==> src/rtl/fieldbus_slave_al_state_machine_assert.svh <==
// Assertion macros for the AL state machine block.
// The macros expect i_clk and i_rst_n to be visible where they are used.
`ifndef FIELDBUS_SLAVE_AL_STATE_MACHINE_ASSERT_SVH
`define FIELDBUS_SLAVE_AL_STATE_MACHINE_ASSERT_SVH

// Checked only while the block is out of reset.
`define FSALSM_ASSERT(label, prop, msg) \
    label: assert property (@(posedge i_clk) disable iff (!i_rst_n) prop) \
        else $error(msg);

// Checked at every edge, reset included.
`define FSALSM_ASSERT_ALWAYS(label, prop, msg) \
    label: assert property (@(posedge i_clk) prop) else $error(msg);

`endif

==> src/rtl/fsalsm_pkg.sv <==
// ----------------------------------------------------------------------------
// fsalsm_pkg
// Types, codes and constants shared by the AL state machine modules.
// ----------------------------------------------------------------------------
package fsalsm_pkg;

    localparam int PD_BUFFER_BYTES   = 32;
    localparam int MIN_MAILBOX_BYTES = 34;
    localparam int Q_DEPTH           = 2;

    localparam int AL_ACK_BIT     = 4;
    localparam int AL_ERR_ACK_BIT = 5;
    localparam int AL_ERR_BIT     = 5;

    // Command codes on the request channel.
    localparam logic [1:0] CMD_POLL   = 2'd0;
    localparam logic [1:0] CMD_SM_WR  = 2'd1;
    localparam logic [1:0] CMD_MAP_WR = 2'd2;

    // Configuration register indexes.
    localparam logic [2:0] CFG_MBX_OUT_START = 3'd0;
    localparam logic [2:0] CFG_MBX_IN_START  = 3'd1;
    localparam logic [2:0] CFG_OUT_START     = 3'd2;
    localparam logic [2:0] CFG_IN_START      = 3'd3;
    localparam logic [2:0] CFG_CTRL_NIBBLES  = 3'd4;
    localparam logic [2:0] CFG_MIN_PDO       = 3'd5;
    localparam logic [2:0] CFG_SKIP_CHECKS   = 3'd6;

    typedef enum logic [3:0] {
        ST_INIT   = 4'd1,
        ST_PREOP  = 4'd2,
        ST_BOOT   = 4'd3,
        ST_SAFEOP = 4'd4,
        ST_OP     = 4'd8
    } t_al_state;

    typedef enum logic [1:0] {
        OP_POLL,
        OP_SM_WR,
        OP_MAP_WR,
        OP_NONE
    } t_op;

    typedef enum logic [2:0] {
        CODE_NONE,
        CODE_BAD_CHANGE,
        CODE_MAILBOX,
        CODE_OUT_CFG,
        CODE_IN_CFG,
        CODE_IN_MAP,
        CODE_OUT_MAP
    } t_err_code;

    typedef struct packed {
        t_op         op;
        logic [5:0]  al_ctrl;
        logic [1:0]  idx;
        logic [15:0] addr;
        logic [15:0] len;
        logic [3:0]  ctrl;
        logic        active;
    } t_req;

    typedef struct packed {
        logic valid;
        logic full;
    } t_q_status;

    function automatic logic is_known_state(logic [3:0] code);
        return (code == ST_INIT) || (code == ST_PREOP) || (code == ST_BOOT) ||
               (code == ST_SAFEOP) || (code == ST_OP);
    endfunction

    function automatic logic legal_move(t_al_state from, logic [3:0] to);
        logic ok;
        ok = 1'b0;
        if (to == ST_INIT) begin
            ok = 1'b1;
        end else begin
            case (from)
                ST_INIT:   ok = (to == ST_PREOP);
                ST_PREOP:  ok = (to == ST_SAFEOP);
                ST_SAFEOP: ok = (to == ST_OP) || (to == ST_PREOP);
                ST_OP:     ok = (to == ST_SAFEOP);
                default:   ok = 1'b0;
            endcase
        end
        return ok;
    endfunction

endpackage

==> src/rtl/fsalsm_in_if.sv <==
// ----------------------------------------------------------------------------
// fsalsm_in_if
// Request channel: AL control polls and table entry writes.
// ----------------------------------------------------------------------------
interface fsalsm_in_if;
    logic        valid;
    logic        ready;
    logic [1:0]  command;
    logic [7:0]  al_control;
    logic [1:0]  entry_index;
    logic [15:0] entry_address;
    logic [15:0] entry_length;
    logic [7:0]  entry_control;
    logic        entry_active;

    modport source (
        output valid, command, al_control, entry_index, entry_address,
               entry_length, entry_control, entry_active,
        input  ready
    );

    modport sink (
        input  valid, command, al_control, entry_index, entry_address,
               entry_length, entry_control, entry_active,
        output ready
    );
endinterface

==> src/rtl/fsalsm_out_if.sv <==
// ----------------------------------------------------------------------------
// fsalsm_out_if
// Response channel: slave state and AL status after each request.
// ----------------------------------------------------------------------------
interface fsalsm_out_if;
    logic       valid;
    logic       ready;
    logic [3:0] current_state;
    logic [7:0] al_status;
    logic [2:0] al_status_code;
    logic       error_pending;

    modport source (
        output valid, current_state, al_status, al_status_code, error_pending,
        input  ready
    );

    modport sink (
        input  valid, current_state, al_status, al_status_code, error_pending,
        output ready
    );
endinterface

==> src/rtl/fsalsm_front.sv <==
// ----------------------------------------------------------------------------
// fsalsm_front
// Accepts requests and classifies them into queue entries.
// ----------------------------------------------------------------------------
module fsalsm_front
    import fsalsm_pkg::*;
(
    fsalsm_in_if.sink i_req,
    input  logic      i_q_full,
    output logic      o_push,
    output t_req      o_req
);

    assign i_req.ready = !i_q_full;
    assign o_push      = i_req.valid && !i_q_full;

    always_comb begin
        o_req.al_ctrl = i_req.al_control[5:0];
        o_req.idx     = i_req.entry_index;
        o_req.addr    = i_req.entry_address;
        o_req.len     = i_req.entry_length;
        o_req.active  = i_req.entry_active;
        o_req.ctrl    = i_req.entry_control[3:0];
        case (i_req.command)
            CMD_POLL: begin
                o_req.op = OP_POLL;
            end
            CMD_SM_WR: begin
                o_req.op = OP_SM_WR;
            end
            CMD_MAP_WR: begin
                // A mapping keeps only its read and write type bits.
                o_req.op   = OP_MAP_WR;
                o_req.ctrl = {2'b00, i_req.entry_control[1:0]};
            end
            default: begin
                o_req.op = OP_NONE;
            end
        endcase
    end

endmodule

==> src/rtl/fsalsm_queue.sv <==
// ----------------------------------------------------------------------------
// fsalsm_queue
// Short request queue between the front and the back end.
// ----------------------------------------------------------------------------
module fsalsm_queue
    import fsalsm_pkg::*;
(
    input  logic      i_clk,
    input  logic      i_rst_n,
    input  logic      i_push,
    input  t_req      i_req,
    input  logic      i_pop,
    output t_q_status o_stat,
    output t_req      o_req
);

    localparam int PTR_W = (Q_DEPTH > 1) ? $clog2(Q_DEPTH) : 1;
    localparam int CNT_W = $clog2(Q_DEPTH + 1);

    t_req             r_mem [Q_DEPTH];
    logic [PTR_W-1:0] r_wr_ptr, n_wr_ptr;
    logic [PTR_W-1:0] r_rd_ptr, n_rd_ptr;
    logic [CNT_W-1:0] r_count,  n_count;

    always_comb begin
        n_wr_ptr = r_wr_ptr;
        n_rd_ptr = r_rd_ptr;
        n_count  = r_count;
        if (i_push) begin
            n_wr_ptr = (r_wr_ptr == PTR_W'(Q_DEPTH - 1)) ? '0 : r_wr_ptr + 1'b1;
        end
        if (i_pop) begin
            n_rd_ptr = (r_rd_ptr == PTR_W'(Q_DEPTH - 1)) ? '0 : r_rd_ptr + 1'b1;
        end
        if (i_push && !i_pop) begin
            n_count = r_count + 1'b1;
        end else if (i_pop && !i_push) begin
            n_count = r_count - 1'b1;
        end
    end

    always_ff @(posedge i_clk) begin
        if (!i_rst_n) begin
            r_wr_ptr <= '0;
            r_rd_ptr <= '0;
            r_count  <= '0;
        end else begin
            r_wr_ptr <= n_wr_ptr;
            r_rd_ptr <= n_rd_ptr;
            r_count  <= n_count;
        end
    end

    always_ff @(posedge i_clk) begin
        if (i_push) begin
            r_mem[r_wr_ptr] <= i_req;
        end
    end

    assign o_stat.valid = (r_count != '0);
    assign o_stat.full  = (r_count == CNT_W'(Q_DEPTH));
    assign o_req        = r_mem[r_rd_ptr];

endmodule

==> src/rtl/fsalsm_back.sv <==
// ----------------------------------------------------------------------------
// fsalsm_back
// Executes queued requests: AL state changes, table writes, response register.
// ----------------------------------------------------------------------------
module fsalsm_back
    import fsalsm_pkg::*;
(
    input  logic          i_clk,
    input  logic          i_rst_n,
    input  logic          i_cfg_we,
    input  logic [2:0]    i_cfg_index,
    input  logic [15:0]   i_cfg_data,
    input  t_q_status     i_q_stat,
    input  t_req          i_req,
    output logic          o_pop,
    fsalsm_out_if.source  o_rsp
);

    typedef enum logic [2:0] {
        K_IGNORE,
        K_ERR_ACK,
        K_SAME,
        K_FAIL,
        K_GO
    } t_kind;

    // Configuration registers.
    logic [15:0] r_mbx_out_start, r_mbx_in_start, r_out_start, r_in_start;
    logic [15:0] r_ctrl_nibbles;
    logic [5:0]  r_min_pdo;
    logic        r_skip_checks;

    // Slave state.
    t_al_state   r_state, n_state;
    logic [7:0]  r_status, n_status;
    t_err_code   r_code, n_code;

    // Sync manager and mapping tables; only the active bits need a reset.
    logic [15:0] r_sm_addr [4];
    logic [15:0] r_sm_len  [4];
    logic [3:0]  r_sm_ctrl [4];
    logic [3:0]  r_sm_active;
    logic [15:0] r_map_addr [4];
    logic [15:0] r_map_len  [4];
    logic [1:0]  r_map_ctrl [4];
    logic [3:0]  r_map_active;

    // Response register.
    logic        r_out_valid;
    t_al_state   r_out_state;
    logic [7:0]  r_out_status;
    t_err_code   r_out_code;

    logic [15:0] w_sm_start [4];
    logic [3:0]  w_sm_ok;
    logic [3:0]  w_map_out_hit, w_map_in_hit;
    logic        w_out_map_ok, w_in_map_ok;
    logic [15:0] w_min_pdo;
    logic [3:0]  w_req_state;
    t_kind       w_kind;
    t_err_code   w_fail_code;

    assign o_pop       = i_q_stat.valid && (!r_out_valid || o_rsp.ready);
    assign w_min_pdo   = {10'd0, r_min_pdo};
    assign w_req_state = i_req.al_ctrl[3:0];

    assign w_sm_start[0] = r_mbx_out_start;
    assign w_sm_start[1] = r_mbx_in_start;
    assign w_sm_start[2] = r_out_start;
    assign w_sm_start[3] = r_in_start;

    // All table checks are evaluated in parallel from the stored entries.
    for (genvar g = 0; g < 4; g++) begin : g_checks
        logic w_len_ok;
        if (g < 2) begin : g_mbx
            assign w_len_ok = (r_sm_len[g] >= 16'(MIN_MAILBOX_BYTES));
        end else begin : g_pd
            assign w_len_ok = (r_sm_len[g] >= w_min_pdo) &&
                              (r_sm_len[g] <= 16'(PD_BUFFER_BYTES));
        end
        assign w_sm_ok[g] = (r_sm_addr[g] == w_sm_start[g]) && w_len_ok &&
                            r_sm_active[g] && (r_sm_ctrl[g] == r_ctrl_nibbles[4*g +: 4]);

        assign w_map_out_hit[g] = r_map_active[g] && (r_map_addr[g] == r_out_start) &&
                                  (r_map_len[g] >= w_min_pdo) && r_map_ctrl[g][1];
        assign w_map_in_hit[g]  = r_map_active[g] && (r_map_addr[g] == r_in_start) &&
                                  (r_map_len[g] >= w_min_pdo) && r_map_ctrl[g][0];
    end

    assign w_out_map_ok = |w_map_out_hit;
    assign w_in_map_ok  = |w_map_in_hit;

    // Next state: classify the poll and pick the target state.
    always_comb begin
        w_kind      = K_IGNORE;
        w_fail_code = CODE_NONE;
        n_state     = r_state;
        if (o_pop && i_req.op == OP_POLL) begin
            if (i_req.al_ctrl[AL_ERR_ACK_BIT] && r_code != CODE_NONE) begin
                w_kind = K_ERR_ACK;
            end else if (!is_known_state(w_req_state)) begin
                w_kind = K_IGNORE;
            end else if (w_req_state == r_state) begin
                w_kind = K_SAME;
            end else if (!legal_move(r_state, w_req_state)) begin
                w_kind      = K_FAIL;
                w_fail_code = CODE_BAD_CHANGE;
            end else begin
                if (!r_skip_checks) begin
                    if (r_state == ST_PREOP && w_req_state == ST_SAFEOP) begin
                        if (!w_sm_ok[0] || !w_sm_ok[1]) begin
                            w_fail_code = CODE_MAILBOX;
                        end else if (!w_sm_ok[2]) begin
                            w_fail_code = CODE_OUT_CFG;
                        end else if (!w_sm_ok[3]) begin
                            w_fail_code = CODE_IN_CFG;
                        end
                    end else if (r_state == ST_SAFEOP && w_req_state == ST_OP) begin
                        if (!w_sm_ok[2]) begin
                            w_fail_code = CODE_OUT_CFG;
                        end else if (!w_sm_ok[3]) begin
                            w_fail_code = CODE_IN_CFG;
                        end else if (!w_out_map_ok) begin
                            w_fail_code = CODE_OUT_MAP;
                        end else if (!w_in_map_ok) begin
                            w_fail_code = CODE_IN_MAP;
                        end
                    end
                end
                if (w_fail_code != CODE_NONE) begin
                    w_kind = K_FAIL;
                end else begin
                    w_kind  = K_GO;
                    n_state = t_al_state'(w_req_state);
                end
            end
        end
    end

    // Outputs of the state machine: status byte and status code.
    always_comb begin
        n_status = r_status;
        n_code   = r_code;
        case (w_kind)
            K_ERR_ACK: begin
                n_status = {4'd0, r_state};
                n_code   = CODE_NONE;
            end
            K_SAME: begin
                n_status = {4'd0, r_state};
            end
            K_FAIL: begin
                n_status = {4'd0, r_state};
                n_status[AL_ERR_BIT] = 1'b1;
                n_code   = w_fail_code;
            end
            K_GO: begin
                n_status = {4'd0, w_req_state};
                n_status[AL_ACK_BIT] = i_req.al_ctrl[AL_ACK_BIT];
                n_code   = CODE_NONE;
            end
            default: begin
                n_status = r_status;
                n_code   = r_code;
            end
        endcase
    end

    always_ff @(posedge i_clk) begin
        if (!i_rst_n) begin
            r_mbx_out_start <= 16'd4096;
            r_mbx_in_start  <= 16'd4224;
            r_out_start     <= 16'd4352;
            r_in_start      <= 16'd4480;
            r_ctrl_nibbles  <= 16'd1062;
            r_min_pdo       <= 6'd4;
            r_skip_checks   <= 1'b0;
        end else if (i_cfg_we) begin
            case (i_cfg_index)
                CFG_MBX_OUT_START: r_mbx_out_start <= i_cfg_data;
                CFG_MBX_IN_START:  r_mbx_in_start  <= i_cfg_data;
                CFG_OUT_START:     r_out_start     <= i_cfg_data;
                CFG_IN_START:      r_in_start      <= i_cfg_data;
                CFG_CTRL_NIBBLES:  r_ctrl_nibbles  <= i_cfg_data;
                CFG_MIN_PDO:       r_min_pdo       <= i_cfg_data[5:0];
                CFG_SKIP_CHECKS:   r_skip_checks   <= i_cfg_data[0];
                default: ;
            endcase
        end
    end

    always_ff @(posedge i_clk) begin
        if (!i_rst_n) begin
            r_state      <= ST_INIT;
            r_status     <= {4'd0, ST_INIT};
            r_code       <= CODE_NONE;
            r_sm_active  <= '0;
            r_map_active <= '0;
            r_out_valid  <= 1'b0;
        end else begin
            r_state  <= n_state;
            r_status <= n_status;
            r_code   <= n_code;
            if (o_pop && i_req.op == OP_SM_WR) begin
                r_sm_active[i_req.idx] <= i_req.active;
            end
            if (o_pop && i_req.op == OP_MAP_WR) begin
                r_map_active[i_req.idx] <= i_req.active;
            end
            if (o_pop) begin
                r_out_valid <= 1'b1;
            end else if (o_rsp.ready) begin
                r_out_valid <= 1'b0;
            end
        end
    end

    always_ff @(posedge i_clk) begin
        if (o_pop && i_req.op == OP_SM_WR) begin
            r_sm_addr[i_req.idx] <= i_req.addr;
            r_sm_len[i_req.idx]  <= i_req.len;
            r_sm_ctrl[i_req.idx] <= i_req.ctrl;
        end
        if (o_pop && i_req.op == OP_MAP_WR) begin
            r_map_addr[i_req.idx] <= i_req.addr;
            r_map_len[i_req.idx]  <= i_req.len;
            r_map_ctrl[i_req.idx] <= i_req.ctrl[1:0];
        end
        if (o_pop) begin
            r_out_state  <= n_state;
            r_out_status <= n_status;
            r_out_code   <= n_code;
        end
    end

    assign o_rsp.valid          = r_out_valid;
    assign o_rsp.current_state  = r_out_state;
    assign o_rsp.al_status      = r_out_status;
    assign o_rsp.al_status_code = r_out_code;
    assign o_rsp.error_pending  = (r_out_code != CODE_NONE);

endmodule

==> src/rtl/fieldbus_slave_al_state_machine.sv <==
// ----------------------------------------------------------------------------
// fieldbus_slave_al_state_machine
// Slave AL state machine with sync manager and mapping checks.
// ----------------------------------------------------------------------------
//  Port         Dir  Handshake      Carries
//  i_req        in   valid/ready    poll or table entry write request
//  o_rsp        out  valid/ready    state, AL status, status code, error flag
//  i_cfg_*      in   write enable   configuration registers 0 to 6
//
// One request is accepted per cycle while the queue is not full. An accepted
// request is written into the queue, and its response is then loaded into the
// response register from the queue head. Requests are refused only while the
// two-entry queue is full, which happens when the response side stalls. Reset
// is synchronous; the tables leave reset inactive and need no clearing pass.
// ----------------------------------------------------------------------------
`include "fieldbus_slave_al_state_machine_assert.svh"

module fieldbus_slave_al_state_machine
    import fsalsm_pkg::*;
(
    input  logic          i_clk,
    input  logic          i_rst_n,
    fsalsm_in_if.sink     i_req,
    fsalsm_out_if.source  o_rsp,
    input  logic          i_cfg_we,
    input  logic [2:0]    i_cfg_index,
    input  logic [15:0]   i_cfg_data
);

    logic      w_push;
    logic      w_pop;
    t_req      w_front_req;
    t_req      w_back_req;
    t_q_status w_q_stat;

    fsalsm_front u_front (
        .i_req    (i_req),
        .i_q_full (w_q_stat.full),
        .o_push   (w_push),
        .o_req    (w_front_req)
    );

    fsalsm_queue u_queue (
        .i_clk   (i_clk),
        .i_rst_n (i_rst_n),
        .i_push  (w_push),
        .i_req   (w_front_req),
        .i_pop   (w_pop),
        .o_stat  (w_q_stat),
        .o_req   (w_back_req)
    );

    fsalsm_back u_back (
        .i_clk       (i_clk),
        .i_rst_n     (i_rst_n),
        .i_cfg_we    (i_cfg_we),
        .i_cfg_index (i_cfg_index),
        .i_cfg_data  (i_cfg_data),
        .i_q_stat    (w_q_stat),
        .i_req       (w_back_req),
        .o_pop       (w_pop),
        .o_rsp       (o_rsp)
    );

    // The status byte always carries the current state in its low nibble.
    `FSALSM_ASSERT(a_status_state, o_rsp.valid |-> (o_rsp.al_status[3:0] == o_rsp.current_state), "AL status nibble differs from state")
    // An error flag in the status byte implies a held error code.
    `FSALSM_ASSERT(a_err_flag, (o_rsp.valid && o_rsp.al_status[5]) |-> o_rsp.error_pending, "error flag without pending error")
    `FSALSM_ASSERT_ALWAYS(a_rst_rsp, !i_rst_n |=> !o_rsp.valid, "response valid after reset")
    `FSALSM_ASSERT_ALWAYS(a_rst_queue, !i_rst_n |=> !w_q_stat.valid, "queue not empty after reset")

endmodule

==> src/flat_wrapper.sv <==
// flat-port wrapper written by rule: the top's interface ports become plain ports
module fieldbus_slave_al_state_machine_flat import fsalsm_pkg::*;
  (i_clk, i_rst_n, i_cfg_we, i_cfg_index, i_cfg_data, i_req_valid, i_req_command, i_req_al_control, i_req_entry_index, i_req_entry_address, i_req_entry_length, i_req_entry_control, i_req_entry_active, i_req_ready, o_rsp_valid, o_rsp_current_state, o_rsp_al_status, o_rsp_al_status_code, o_rsp_error_pending, o_rsp_ready);
  fsalsm_in_if i_req_i ();
  fsalsm_out_if o_rsp_i ();
  input  logic i_clk;
  input  logic i_rst_n;
  input  logic i_cfg_we;
  input  logic [2:0] i_cfg_index;
  input  logic [15:0] i_cfg_data;
  input wire logic [$bits(i_req_i.valid)-1:0] i_req_valid;
  input wire logic [$bits(i_req_i.command)-1:0] i_req_command;
  input wire logic [$bits(i_req_i.al_control)-1:0] i_req_al_control;
  input wire logic [$bits(i_req_i.entry_index)-1:0] i_req_entry_index;
  input wire logic [$bits(i_req_i.entry_address)-1:0] i_req_entry_address;
  input wire logic [$bits(i_req_i.entry_length)-1:0] i_req_entry_length;
  input wire logic [$bits(i_req_i.entry_control)-1:0] i_req_entry_control;
  input wire logic [$bits(i_req_i.entry_active)-1:0] i_req_entry_active;
  output wire logic [$bits(i_req_i.ready)-1:0] i_req_ready;
  output wire logic [$bits(o_rsp_i.valid)-1:0] o_rsp_valid;
  output wire logic [$bits(o_rsp_i.current_state)-1:0] o_rsp_current_state;
  output wire logic [$bits(o_rsp_i.al_status)-1:0] o_rsp_al_status;
  output wire logic [$bits(o_rsp_i.al_status_code)-1:0] o_rsp_al_status_code;
  output wire logic [$bits(o_rsp_i.error_pending)-1:0] o_rsp_error_pending;
  input wire logic [$bits(o_rsp_i.ready)-1:0] o_rsp_ready;
  assign i_req_i.valid = i_req_valid;
  assign i_req_i.command = i_req_command;
  assign i_req_i.al_control = i_req_al_control;
  assign i_req_i.entry_index = i_req_entry_index;
  assign i_req_i.entry_address = i_req_entry_address;
  assign i_req_i.entry_length = i_req_entry_length;
  assign i_req_i.entry_control = i_req_entry_control;
  assign i_req_i.entry_active = i_req_entry_active;
  assign i_req_ready = i_req_i.ready;
  assign o_rsp_valid = o_rsp_i.valid;
  assign o_rsp_current_state = o_rsp_i.current_state;
  assign o_rsp_al_status = o_rsp_i.al_status;
  assign o_rsp_al_status_code = o_rsp_i.al_status_code;
  assign o_rsp_error_pending = o_rsp_i.error_pending;
  assign o_rsp_i.ready = o_rsp_ready;
  fieldbus_slave_al_state_machine u_core (.i_clk(i_clk), .i_rst_n(i_rst_n), .i_req(i_req_i), .o_rsp(o_rsp_i), .i_cfg_we(i_cfg_we), .i_cfg_index(i_cfg_index), .i_cfg_data(i_cfg_data));
endmodule
==> config.mk <==
export PLATFORM = sky130hd
export DESIGN_NAME = fieldbus_slave_al_state_machine_flat
export DESIGN_NICKNAME = d
export VERILOG_FILES = /design/src/rtl/fsalsm_pkg.sv /design/src/rtl/fsalsm_in_if.sv /design/src/rtl/fsalsm_out_if.sv /design/src/rtl/fsalsm_front.sv /design/src/rtl/fsalsm_queue.sv /design/src/rtl/fsalsm_back.sv /design/src/rtl/fieldbus_slave_al_state_machine.sv /design/src/flat_wrapper.sv
export VERILOG_INCLUDE_DIRS = /design/src /design/src/rtl
export SDC_FILE = /design/constraint.sdc
export NUM_CORES = 1
export LEC_CHECK = 0
export ABC_AREA = 1
export BUFFER_PORTS_ARGS = -buffer_cell sky130_fd_sc_hd__buf_2
export CORE_MARGIN = 2
export CORE_UTILIZATION = 31
export DETAILED_ROUTE_END_ITERATION = 8
export GPL_ROUTABILITY_DRIVEN = 1
export GPL_TIMING_DRIVEN = 1
export PLACE_DENSITY_LB_ADDON = 0.15
export SKIP_CTS_REPAIR_TIMING = 1
export SYNTH_ARGS = -nofsm -noshare
export SYNTH_HDL_FRONTEND = slang
export SYNTH_HIERARCHICAL = 1
export SYNTH_SLANG_ARGS = --single-unit
==> constraint.sdc <==
create_clock -name i_clk -period 5.2 [get_ports i_clk]
set_input_delay 0.78 -clock i_clk [delete_from_list [all_inputs] [get_ports i_clk]]
set_output_delay 0.78 -clock i_clk [all_outputs]
set_load 0.01 [all_outputs]
==> out/metrics.cfg <==
[outcome]
status=finished clean

[routing]
post_drt_via_cell_ratio=4.54
vias=13874
wire_per_inst_um=18.4
drt_wl_total_mm=56.3
drc=0
drt-initial-drc-count=1049
ant_nets=0
drtPass1Iterations=5

[cells_and_area]
final.fill_count=6977
layout-drive-gt1-share_pct=14.2
layout.nets=2185
final_common_cell=edfxtp_1
final_cell_mix=edfxtp_1 (387), nand2_1 (384), nor2_1 (233), inv_1 (202), dfxtp_1 (115)
syn_to_final_growth_pct=13.5
antenna_cells=0

[worst_setup_path]
required_ns=5.66
critPathKind=reg -> reg
critPathLaunch=u_core/u_back/r_min_pdo[0]
start_kind=register
cp-end-kind=register
crit_fanout=7
worst_ep_arrival_time_ns=3.58
r2r_start=u_core/u_back/r_min_pdo[0]
reg2reg_depth=22

[global_routing]
grt-ovfl-total=0
antenna_found_initial=6
grt_max_degree=74
grt_usage_pct=15.7
grt_pass1_wl_mm=84.0
grt_pass1_vias=13589

[sta]
timing.final.crit_share_pct=60.0
skew_ns=0.0176
timing.fmax_mhz=320
setup_viol=0
rsz0062_at_grt=false
drv_slew=0
max_slew.worst_pin.slew_ns=0.797
slew_headroom_pct=46.8
hold_viol=0
min_period_ns=3.12
tns_ns=0

[die]
num_io_pins=95
core-area_um2=69700
die_h_um=269
start_util_pct=31.2
fp.dieArea_um2=72200
rows=97
dieWidth_um=269

[clock_network]
root_buffer=clkbuf_16
clk_latency_ns=0.60
cts_max_path_buffers=3
h-tree-depth=2
cts_sinks=503
cts.clk_slew.worst_paths_ns=0.06
cts_made_buffers=53
cts_tree=yes

[synth]
ys_seq_area_share_pct=64.2
netlist_area_um2=21700
synth-seq-cells=503
syn_inst=2001
ys_warn_count=6
ys_types=41
synth_flop_cell=edfxtp_1
synth_nets=2115
ys_async_sr_fraction_pct=0
syn_avg_cell_area_um2=10.8
synth_edf_count=387

[power]
p_leak_nw=9.56
powerDensity_nw_per_um2=426
power_mw=10.5
ir_worst_vdd_uv=248

[worst_hold_path]
hold_class=in -> reg
min_from=i_req_entry_length[3]
whs_path_depth=1

[place]
numPortBuffers=88
finalWeightedCongestion=0.861
dpl.hpwl_mm=39.1

[run]
cap_violations=0

[metrics by stage]
step | area [µm²] | cells | hold WS [ns] | setup WS (ns) | util (%)
after floorplan | 21700 | 2001 | 0.425 | 0.978 | -
after global placement | 22900 | 2956 | 0.433 | 2.09 | 32.9
after detailed placement | 22900 | 2956 | 0.439 | 2.07 | 32.9
after CTS | 24600 | 3053 | 0.317 | 2.06 | 35.4
after global routing | 24600 | 3053 | 0.336 | 1.78 | 35.4
final | 24600 | 3053 | 0.364 | 2.08 | 35.4
[report_power, final]
part | internal (mW) | switching, mW | total (mW)
clock network | 2.27 | 1.56 | 3.83
registers | 4.96 | 0.151 | 5.11
logic | 0.465 | 1.09 | 1.55
total | 7.69 | 2.80 | 10.5
[final cells by class]
cell class / count / area [µm²] / share of cell area, %
tap: 940 / 1180 / 4.77
timing repair buffer: 107 / 583 / 2.37
inverter: 225 / 845 / 3.43
sequential: 503 / 13900 / 56.6
multi-input combinational: 1181 / 6360 / 25.8
clock buffer: 71 / 1430 / 5.78
clock inverter: 26 / 314 / 1.27
[synthesized netlist by cell type (17+ instances only)]
| cell | number | area, µm² |
|---|---|---|
| ha_1 | 37 | 463 |
| a21oi_1 | 81 | 405 |
| nand3_1 | 64 | 320 |
| mux2_4 | 30 | 450 |
| dfxtp_1 | 116 | 2320 |
| mux2_2 | 17 | 191 |
| nand4_1 | 22 | 138 |
| inv_2 | 20 | 75.1 |
| inv_1 | 203 | 762 |
| xnor2_1 | 29 | 254 |
| nor2_1 | 234 | 878 |
| buf_4 | 50 | 375 |
| xor2_1 | 56 | 490 |
| nand2_1 | 384 | 1440 |
| clkbuf_1 | 24 | 90.1 |
| nor3_1 | 34 | 170 |
| or2_2 | 19 | 119 |
| edfxtp_1 | 387 | 11600 |
| o21ai_0 | 113 | 566 |
[worst max-delay path, stage by stage, from the launching register on]
cell and delay, ns:
dfxtp_1 0.50, ha_1 0.29, inv_1 0.05, nand2_1 0.05
nand2_1 0.05, nand2_1 0.06, nand2_1 0.06, nand2_1 0.07
nand2_1 0.06, nand2_1 0.16, nand3_1 0.14, nand2_1 0.06
nor2_1 0.33, nand2_1 0.11, nand2_1 0.07, nand2_1 0.04
nand2_1 0.07, nand2_2 0.07, nand3_4 0.11, o21ai_1 0.10
nor2_2 0.24, nand3_1 0.16, nand2_1 0.11
[path summary, 6_finish.rpt]
kind                                                         endpoint  slack, ns
worst min register to register              u_core/u_back/r_status[6]       0.44
worst max-delay path            u_core/u_back/o_rsp.al_status_code[1]       2.08
worst max register to register  u_core/u_back/o_rsp.al_status_code[1]       2.08
worst min-delay path                       u_core/u_queue/r_mem[0][8]       0.36
[cells by family (layout without fill, tap and decap cells)]
family	after synthesis	count (layout)	synth area share, %
muxes	47	47	2.96
DFF	503	503	64.2
xor gates and xnor gates	85	85	3.43
adders and majority gates	37	37	2.13
and+or+nand+nor	786	786	15.1
buffers and inverters	317	429	6.70
AOI/OAI and AO/OA	226	226	5.45
[sequential cells by signal, indices dropped and copies added (netlist names), 6 cells and up, named ones only]
register                       cells
u_core/u_back/o_rsp.al_status      8
u_core/u_back/r_ctrl_nibbles      16
u_core/u_back/r_in_start          16
u_core/u_back/r_map_addr          64
u_core/u_back/r_map_ctrl           8
u_core/u_back/r_map_len           64
u_core/u_back/r_mbx_in_start      16
u_core/u_back/r_mbx_out_start     16
u_core/u_back/r_min_pdo            6
u_core/u_back/r_out_start         16
u_core/u_back/r_sm_addr           64
u_core/u_back/r_sm_ctrl           16
u_core/u_back/r_sm_len            62
u_core/u_back/r_status             8
u_core/u_queue/r_mem              94
[routing by layer]
metal,GRT usage (%),share of wire (%),vias up
met5,0,0,-
met4,5.44,2.7,0
met3,2.25,4.7,90
met2,24.7,45,325
met1,22.3,48,6673
li1,-,-,6786
No activity file was read; power rests on OpenSTA's default activity.
